[src/rtl/swpd_pkg.sv]
// Shared types and constants for the sync-word packet deframer.
// Used by sync_word_packet_deframer_core; no dependencies.
`default_nettype none

package swpd_pkg;

   typedef enum logic [1:0] {
      PH_HUNT    = 2'd0,
      PH_HEADER  = 2'd1,
      PH_PAYLOAD = 2'd2
   } phase_type;

   typedef enum logic [2:0] {
      EV_NONE       = 3'd0,
      EV_RESTART    = 3'd1,
      EV_BAD_SYNC   = 3'd2,
      EV_BAD_HEADER = 3'd3,
      EV_SPEED_DONE = 3'd4,
      EV_INIT_ERR   = 3'd5,
      EV_COMM_ERR   = 3'd6,
      EV_BAD_ERR    = 3'd7
   } event_type;

   localparam logic [7:0] SYNC_0     = 8'hAA;
   localparam logic [7:0] SYNC_1     = 8'hFF;
   localparam logic [7:0] SYNC_2     = 8'h00;
   localparam logic [7:0] SYNC_3     = 8'h55;
   localparam logic [7:0] HDR_SPEED  = 8'h53;  // 'S'
   localparam logic [7:0] HDR_ERROR  = 8'h45;  // 'E'
   localparam logic [7:0] ERR_INIT   = 8'h49;  // 'I'
   localparam logic [7:0] ERR_COMM   = 8'h43;  // 'C'

   function automatic logic [7:0] sync_byte(input logic [1:0] pos);
      logic [7:0] b;
      case (pos)
         2'd0:    b = SYNC_0;
         2'd1:    b = SYNC_1;
         2'd2:    b = SYNC_2;
         default: b = SYNC_3;
      endcase
      return b;
   endfunction

endpackage

`default_nettype wire

[src/rtl/sync_word_packet_deframer_core.sv]
// Sync-word packet deframer: hunts AA FF 00 55, parses 'S' speed and 'E' error packets.
// Depends on swpd_pkg.
`default_nettype none

// One beat in, one beat out. Each received byte is captured in an input register,
// the framing state is updated by one small combinational step, and the result is
// held in an output register. A new byte can be taken every cycle while the result is
// not stalled; while a result is stalled the input register still takes one more byte.
// rsp_speed_bits always shows the last complete speed word; rsp_speed_valid is high while
// the stored error code is zero.
module sync_word_packet_deframer_core
   import swpd_pkg::*;
(
   input  wire logic        clock,
   input  wire logic        reset,
   input  wire logic        req_valid,
   output logic             req_stall,
   input  wire logic [7:0]  req_rx_byte,
   output logic             rsp_valid,
   input  wire logic        rsp_stall,
   output logic [31:0]      rsp_speed_bits,
   output logic             rsp_speed_valid,
   output logic [7:0]       rsp_error_code,
   output logic [2:0]       rsp_event_res
);

   logic        in_valid_ff;
   logic [7:0]  in_byte_ff;
   logic        advance;

   phase_type   phase_ff, phase_in;
   logic [1:0]  sync_pos_ff, sync_pos_in;
   logic [1:0]  pay_pos_ff, pay_pos_in;
   logic        is_speed_ff, is_speed_in;
   logic [31:0] assembly_ff, assembly_in;
   logic [31:0] speed_word_ff, speed_word_in;
   logic [7:0]  error_byte_ff, error_byte_in;
   event_type   event_ff, event_in;
   logic        rsp_valid_ff;

   assign advance   = in_valid_ff && (!rsp_valid_ff || !rsp_stall);
   assign req_stall = in_valid_ff && !advance;

   always_ff @(posedge clock) begin
      if (reset) begin
         in_valid_ff <= 1'b0;
      end else if (!req_stall) begin
         in_valid_ff <= req_valid;
      end
      if (!req_stall && req_valid) begin
         in_byte_ff <= req_rx_byte;
      end
   end

   always_comb begin
      phase_in      = phase_ff;
      sync_pos_in   = sync_pos_ff;
      pay_pos_in    = pay_pos_ff;
      is_speed_in   = is_speed_ff;
      assembly_in   = assembly_ff;
      speed_word_in = speed_word_ff;
      error_byte_in = error_byte_ff;
      event_in      = EV_NONE;
      case (phase_ff)
         PH_HEADER: begin
            if (in_byte_ff == HDR_SPEED || in_byte_ff == HDR_ERROR) begin
               is_speed_in = (in_byte_ff == HDR_SPEED);
               pay_pos_in  = 2'd0;
               phase_in    = PH_PAYLOAD;
            end else begin
               event_in = EV_BAD_HEADER;
               phase_in = PH_HUNT;
            end
         end
         PH_PAYLOAD: begin
            if (is_speed_ff) begin
               case (pay_pos_ff)
                  2'd0:    assembly_in[7:0]   = in_byte_ff;
                  2'd1:    assembly_in[15:8]  = in_byte_ff;
                  2'd2:    assembly_in[23:16] = in_byte_ff;
                  default: assembly_in[31:24] = in_byte_ff;
               endcase
               if (pay_pos_ff == 2'd3) begin
                  pay_pos_in    = 2'd0;
                  speed_word_in = assembly_in;
                  error_byte_in = 8'd0;
                  phase_in      = PH_HUNT;
                  event_in      = EV_SPEED_DONE;
               end else begin
                  pay_pos_in = pay_pos_ff + 2'd1;
               end
            end else begin
               error_byte_in = in_byte_ff;
               if (in_byte_ff == ERR_INIT) begin
                  event_in = EV_INIT_ERR;
               end else if (in_byte_ff == ERR_COMM) begin
                  event_in = EV_COMM_ERR;
               end else begin
                  event_in = EV_BAD_ERR;
               end
               phase_in = PH_HUNT;
            end
         end
         default: begin
            phase_in = PH_HUNT;
            if (in_byte_ff == sync_byte(sync_pos_ff)) begin
               if (sync_pos_ff == 2'd3) begin
                  sync_pos_in = 2'd0;
                  phase_in    = PH_HEADER;
               end else begin
                  sync_pos_in = sync_pos_ff + 2'd1;
               end
            end else if (in_byte_ff == SYNC_0) begin
               sync_pos_in = 2'd1;
               event_in    = EV_RESTART;
            end else begin
               sync_pos_in = 2'd0;
               event_in    = EV_BAD_SYNC;
            end
         end
      endcase
   end

   // state registers only change together with a new result beat
   always_ff @(posedge clock) begin
      if (reset) begin
         phase_ff      <= PH_HUNT;
         sync_pos_ff   <= 2'd0;
         pay_pos_ff    <= 2'd0;
         is_speed_ff   <= 1'b0;
         assembly_ff   <= 32'd0;
         speed_word_ff <= 32'd0;
         error_byte_ff <= 8'd0;
         event_ff      <= EV_NONE;
         rsp_valid_ff  <= 1'b0;
      end else begin
         if (advance) begin
            phase_ff      <= phase_in;
            sync_pos_ff   <= sync_pos_in;
            pay_pos_ff    <= pay_pos_in;
            is_speed_ff   <= is_speed_in;
            assembly_ff   <= assembly_in;
            speed_word_ff <= speed_word_in;
            error_byte_ff <= error_byte_in;
            event_ff      <= event_in;
            rsp_valid_ff  <= 1'b1;
         end else if (!rsp_stall) begin
            rsp_valid_ff  <= 1'b0;
         end
      end
   end

   assign rsp_valid       = rsp_valid_ff;
   assign rsp_speed_bits  = speed_word_ff;
   assign rsp_error_code  = error_byte_ff;
   assign rsp_speed_valid = (error_byte_ff == 8'd0);
   assign rsp_event_res   = event_ff;

   a_sync_pos_in_hunt: assert property (@(posedge clock) disable iff (reset)
      sync_pos_ff != 2'd0 |-> phase_ff == PH_HUNT)
      else $error("sync position set outside hunt");

   a_pay_pos_in_speed: assert property (@(posedge clock) disable iff (reset)
      pay_pos_ff != 2'd0 |-> (phase_ff == PH_PAYLOAD && is_speed_ff))
      else $error("payload position set outside speed payload");

   a_speed_done_clears: assert property (@(posedge clock) disable iff (reset)
      (rsp_valid_ff && event_ff == EV_SPEED_DONE) |-> error_byte_ff == 8'd0)
      else $error("speed packet left error code set");

   a_speed_done_to_hunt: assert property (@(posedge clock) disable iff (reset)
      (rsp_valid_ff && (event_ff == EV_SPEED_DONE || event_ff == EV_BAD_HEADER))
         |-> phase_ff == PH_HUNT)
      else $error("packet end did not return to hunt");

   a_stall_holds_state: assert property (@(posedge clock) disable iff (reset)
      (rsp_valid_ff && rsp_stall) |=> $stable(speed_word_ff) && $stable(error_byte_ff))
      else $error("state moved while result stalled");

endmodule

`default_nettype wire
[config.mk]
export PLATFORM = sky130hd
export DESIGN_NAME = sync_word_packet_deframer_core
export DESIGN_NICKNAME = d
export VERILOG_FILES = /design/src/rtl/swpd_pkg.sv /design/src/rtl/sync_word_packet_deframer_core.sv
export SDC_FILE = /design/constraint.sdc
export NUM_CORES = 1
export LEC_CHECK = 0
export BUFFER_PORTS_ARGS = -buffer_cell sky130_fd_sc_hd__clkbuf_2
export CORE_MARGIN = 8
export CORE_UTILIZATION = 44
export DETAILED_ROUTE_END_ITERATION = 8
export GPL_TIMING_DRIVEN = 0
export HOLD_SLACK_MARGIN = 0.03
export PLACE_DENSITY = 0.77
export SLEW_MARGIN = 15
export SYNTH_ARGS = -nofsm -noshare
export SYNTH_HDL_FRONTEND = slang
export SYNTH_SLANG_ARGS = --single-unit
[constraint.sdc]
create_clock -name clock -period 2.4 [get_ports clock]
set_input_delay 0.12 -clock clock [delete_from_list [all_inputs] [get_ports clock]]
set_output_delay 0.12 -clock clock [all_outputs]
set_load 0.02 [all_outputs]
==> impl_metrics.ini, run 1 <==
[status]
outcome = completed

[drt]
drtPass1Iterations = 4
wl_mm = 8.748
dr.first_iter.drc_count = 167
drc = 0
vias_per_cell = 5.288
antenna_left = 0
vias = 2972
wl_per_cell_um = 15.57

[yosys]
synth_top_cell_by_area = dfxtp_1
synth.top_cell.area_share_pct = 41.29
synth_area_sq_um = 3685
synthTopCellsByCount = dfxtp_1 (76), nor2_1 (65), mux2i_1 (50)
yosysMostFrequentCell = dfxtp_1
async_flop_share_pct = 0
synth_warnings = 0
synth_cell_types = 50
synth_edf_count = 8
synth_nets = 397
ys.flop_type = dfxtp_1
synth_cells = 375
synth_seq_cells = 84
seq_area_frac_synth_pct = 47.81
avgSynthCellArea_sq_um = 9.826
synth_area_leaders = dfxtp_1 (41%), mux2i_1 (14%), nor2_1 (6.6%)

[critical_path]
worstSetupStartpoint = pay_pos_ff[0]
r2r_start = pay_pos_ff[0]
required_ps = 2620
start_kind = register
arrival_ps = 2220
worstSetupEndpointType = register
critical_path.max_fanout = 9
r2r_cells = 5
crit_type = reg -> reg

[hold_path]
hold_path_startpoint = rsp_stall
holdCritPathClass = in -> reg
hold_depth = 3

[finish]
fin_nets = 474
ff_latch_area_sq_um = 1762
diodes = 0
fillers = 749
utilization_pct = 53.75
multiInputGateArea_sq_um = 1742
drive_gt1_share_pct = 22.10
areaGrowthSynthToFinish_pct = 19.25

[timing]
maxSlewViolCount = 0
slew_headroom_pct = 51.16
max_slew.worst_pin.slew_ps = 731.2
rsz0062_at_grt = false
hold_viol_final = 0
final-setup-viol-count = 0
finalCritPeriodShare_pct = 83.20
fin_worst_skew_ps = 6.856
fin_crit_ps = 1997
fmax_mhz = 500.8
totalNegativeSetupSlack_ps = 0

[die]
core_area_sq_um = 8175
die_x_um = 107.5
num_rows = 33
die_area_sq_um = 11560
io_pins = 58
die_y_um = 107.5
initial_core_util_pct = 45.07

[global_route]
grt.total_usage_pct = 15.51
grt_pass1_wl_mm = 14.32
grt_most_used_layer = met2
met2_usage_pct = 25.70
grt_pass1_vias = 2967
overflow = 0
use_met3_pct = 4.850
antenna_found_initial = 0
grt_max_degree = 14
use_met1_pct = 18.78

[pwr]
p_clk_share_pct = 39.1
power.leakage_nw = 1.875
combPwrFrac_pct = 5.5
switching_share_pct = 22.58
seq_power_share_pct = 55.4
switchingPower_mw = 0.5877
peakVddDrop_mv = 0.4187
internal_power_mw = 2.015
power.density_nw_per_um2 = 592.2

[clock_network]
cts_buffers = 9
clock_path_buffers = 2
clk_latency_ps = 350
root_buffer = clkbuf_8
cts.sinks = 84
cts_tree = done
clkTransAtPathRegs_ps = 80
cts_max_level = 3

[placed_design]
io_buffers = 57
place.gp.congestion = 0.8610
hpwl_mm = 6.223

[flow_run]
timing.max_cap.violations = 0
stage by stage:
stage                     instances  worst slack [ps]  instance area (sq um)  hold WS, ps  power [mW]
after CTS                       562             403.0                   4394        35.37       2.622
after global placement          537             466.6                   4101        296.8       1.602
final                           562             403.2                   4394        48.41       2.602
after floorplan                 375             678.4                   3685        218.9       1.555
after detailed placement        537             420.4                   4101        298.6       1.605
after global routing            562             228.4                   4394        89.15       2.690
sequential cells by signal (all words and copies together), names as in the netlist:
name and count:
rsp_event_res 3, phase_ff 2, sync_pos_ff 2, in_valid_ff 1
rsp_error_code 8, is_speed_ff 1, rsp_valid 1, rsp_speed_bits 32
assembly_ff 24, pay_pos_ff 2, in_byte_ff 8
cell usage in the layout (no fill, tap or decap), drive strengths merged, types with 4 or more instances in the layout:
master	n
ha	10
edfxtp	8
inv	8
buf	17
nand2	26
a22oi	8
dlygate4sd3	9
dfxtp	76
a211oi	24
a21oi	16
mux2i	51
clkbuf	83
nand4	7
nand2b	4
or4	5
nor2	65
repair_timing:
action / 4_1_cts / 5_1_grt
hold buffers: 9 / 0
hold endpoints to repair: 9 / 0
resized for setup: 0 / 0
buffers inserted: 0 / 0
kinds of logic (layout without fill, tap and decap cells):
family / count (synthesis) / count (layout) / synth area share, %
compound gates: 65 / 65 / 13.01
simple gates: 125 / 125 / 16.67
fa+ha+maj: 10 / 10 / 3.396
flops: 84 / 84 / 47.81
buf+inv: 40 / 122 / 4.923
mux: 51 / 51 / 14.19
metal layers:
| metal | routed length, um | up-vias | share of wire [%] |
|---|---|---|---|
| met5 | 0 | - | 0 |
| met4 | 69 | 0 | 0.79 |
| met3 | 631 | 6 | 7.2 |
| met2 | 4147 | 74 | 47 |
| met1 | 3900 | 1421 | 45 |
| li1 | - | 1471 | - |
cell type report:
class	count	area share, %
flip-flops and latches	84	40.09
multi-input cells	251	39.64
repair buffers	66	8.542
clock buffers	12	3.531
plain buffers	31	3.360
well taps	105	2.990
clock inverters	4	1.082
inverters	9	0.7688
path summary, 6_finish.rpt:
path / end / slack, ps
setup / recovery: assembly_ff[8] / 400
setup reg to reg: assembly_ff[8] / 400
hold / removal: rsp_valid / 50
hold reg to reg: rsp_speed_bits[28] / 460
power by group through the flow:
| stage | registers [mW] | logic [mW] | clock network, mW |
|---|---|---|---|
| after floorplan | 1.48 | 0.0799 | 0 |
| after global placement | 1.47 | 0.130 | 0 |
| after detailed placement | 1.47 | 0.131 | 0 |
| after CTS | 1.44 | 0.143 | 1.04 |
| after global routing | 1.44 | 0.154 | 1.09 |
| final | 1.44 | 0.143 | 1.02 |
critical path, stage by stage (launching register included):
cell and delay [ps]:
dfxtp_1 420, ha_1 180, clkbuf_1 480, nand4_2 450
mux2i_1 290, nor2_1 60
Power figures use the tool's default switching activity.
==> run 2: changes to the inputs <==
==> constraint.sdc (replaced) <==
create_clock -name clock -period 1.93 [get_ports clock]
set_input_delay 0.0965 -clock clock [delete_from_list [all_inputs] [get_ports clock]]
set_output_delay 0.0965 -clock clock [all_outputs]
set_load 0.02 [all_outputs]
==> impl_metrics.ini, run 2 (synthesis results as in run 1) <==
[global_route]
grt_pass1_vias = 2958
grt_pass1_wl_mm = 14.23
grt_max_degree = 14
antenna_found_initial = 0
overflow = 0
grt.total_usage_pct = 15.38

[placed_design]
place.gp.congestion = 0.8610
hpwl_mm = 6.223
io_buffers = 57
place_inst = 537

[timing]
fin_crit_ps = 1847
max_slew.worst_pin.slew_ps = 726.2
rsz0062_at_grt = true
final-setup-viol-count = 0
fin_worst_skew_ps = 7.066
hold_viol_final = 0
fmax_mhz = 541.5
finalCritPeriodShare_pct = 95.69
slew_headroom_pct = 51.49
maxSlewViolCount = 0

[critical_path]
slowest_delay_ps = 470
cpLargestDelayFamily = simple AND/OR/NAND/NOR gates
worstSetupEndpointType = register
worst-path-buf-inv = 1
cp_cell_sequence = buf_4, or4b_1, nor4_1, o2bb2ai_1, a211o_1
critical_path.max_fanout = 10
arrival_ps = 2090
cp_slowest_cell = or4b_1
reg2reg_setup_slack_ps = 80
start_kind = register
crit_type = reg -> reg
required_ps = 2170

[die]
io_pins = 58
die_y_um = 107.5
core_area_sq_um = 8175
die_x_um = 107.5
die_area_sq_um = 11560
num_rows = 33
initial_core_util_pct = 45.07

[hold_path]
holdCritPathClass = in -> reg

[finish]
largest_reg_flops = 32
areaGrowthSynthToFinish_pct = 19.49
fillers = 753
diodes = 0
fin_nets = 471
fin_cells = 559
utilization_pct = 53.86
mostFrequentLayoutCell = dfxtp_1
final_cell_mix = dfxtp_1 (75), nor2_1 (65), clkbuf_2 (58)
drive_gt1_share_pct = 22.69

[drt]
antenna_left = 0
vias = 2958
wl_per_cell_um = 15.66
dr.first_iter.drc_count = 164
drtPass1Iterations = 4
wl_mm = 8.752
drc = 0
vias_per_cell = 5.292

[clock_network]
root_buffer = clkbuf_8
cts_max_level = 3
cts_buffers = 9
cts.sinks = 84
cts_tree = done
clkTransAtPathRegs_ps = 80
clock_path_buffers = 2
cts_post_setup_buffers_inserted = 0
clk_latency_ps = 350

[pwr]
peakVddDrop_mv = 0.5226
power_mw = 3.238
p_clk_share_pct = 39.1
power.leakage_nw = 1.889
combPwrFrac_pct = 5.6
internal_power_mw = 2.507
seq_power_share_pct = 55.4
power.density_nw_per_um2 = 735.4
switchingPower_mw = 0.7306
switching_share_pct = 22.56

[flow_run]
timing.max_cap.violations = 0

[status]
outcome = completed
## run 2: tightest hold or removal path: stages
cell and delay, ps:
clkbuf_2 130, nand2b_1 110, mux2i_1 60
## run 2: worst paths after layout
kind | cells past startpoint | start | endpoint
max | 5 | in_byte_ff[2] | rsp_event_res[1]
min | 3 | reset | pay_pos_ff[0]
max reg2reg | 5 | in_byte_ff[2] | rsp_event_res[1]
min reg2reg | 2 | rsp_speed_bits[28] | rsp_speed_bits[28]
## run 2: timing repair
action,in CTS,in global routing
hold endpoints to repair,10,0
hold buffers,10,0
gates resized for setup,0,6
gates cloned,0,0
endpoints found under the setup margin,24,28
## run 2: final cells by class
cell class	count	area, sq um	area share [%]
Buffer	27	138.9	3.154
Clock buffer	12	155.1	3.524
Clock inverter	4	47.55	1.080
Inverter	9	33.78	0.7673
Multi-Input combinational cell	251	1748	39.70
Sequential cell	84	1763	40.04
Tap cell	105	131.4	2.984
Timing Repair Buffer	67	385.4	8.753
## run 2: metal layers
metal  vias up  track usage [%]  wire length [um]
met5         -                0                 0
met4         0            4.559                80
met3         8            4.790               604
met2        79            25.35              4116
met1      1407            18.75              3950
li1       1464                -                 -
## run 2: per-stage QoR
stage	worst slack (ps)	TNS [ps]	instance area (sq um)	hold WS (ps)
2_1_floorplan	208.4	0	3685	195.4
3_3_place_gp	-3.450	-10.02	4101	273.3
3_5_place_dp	-49.59	-561.0	4101	275.1
4_1_cts	17.25	0	4393	82.59
5_1_grt	-36.54	-196.1	4403	110.2
6_report	83.21	0	4403	99.44
## run 2: power by group through the flow
stage | registers, mW | clock network [mW] | logic (mW)
5_1_grt | 1.80 | 1.36 | 0.194
3_3_place_gp | 1.83 | 0 | 0.162
4_1_cts | 1.79 | 1.29 | 0.180
2_1_floorplan | 1.83 | 0 | 0.0994
3_5_place_dp | 1.83 | 0 | 0.163
6_report | 1.79 | 1.27 | 0.180
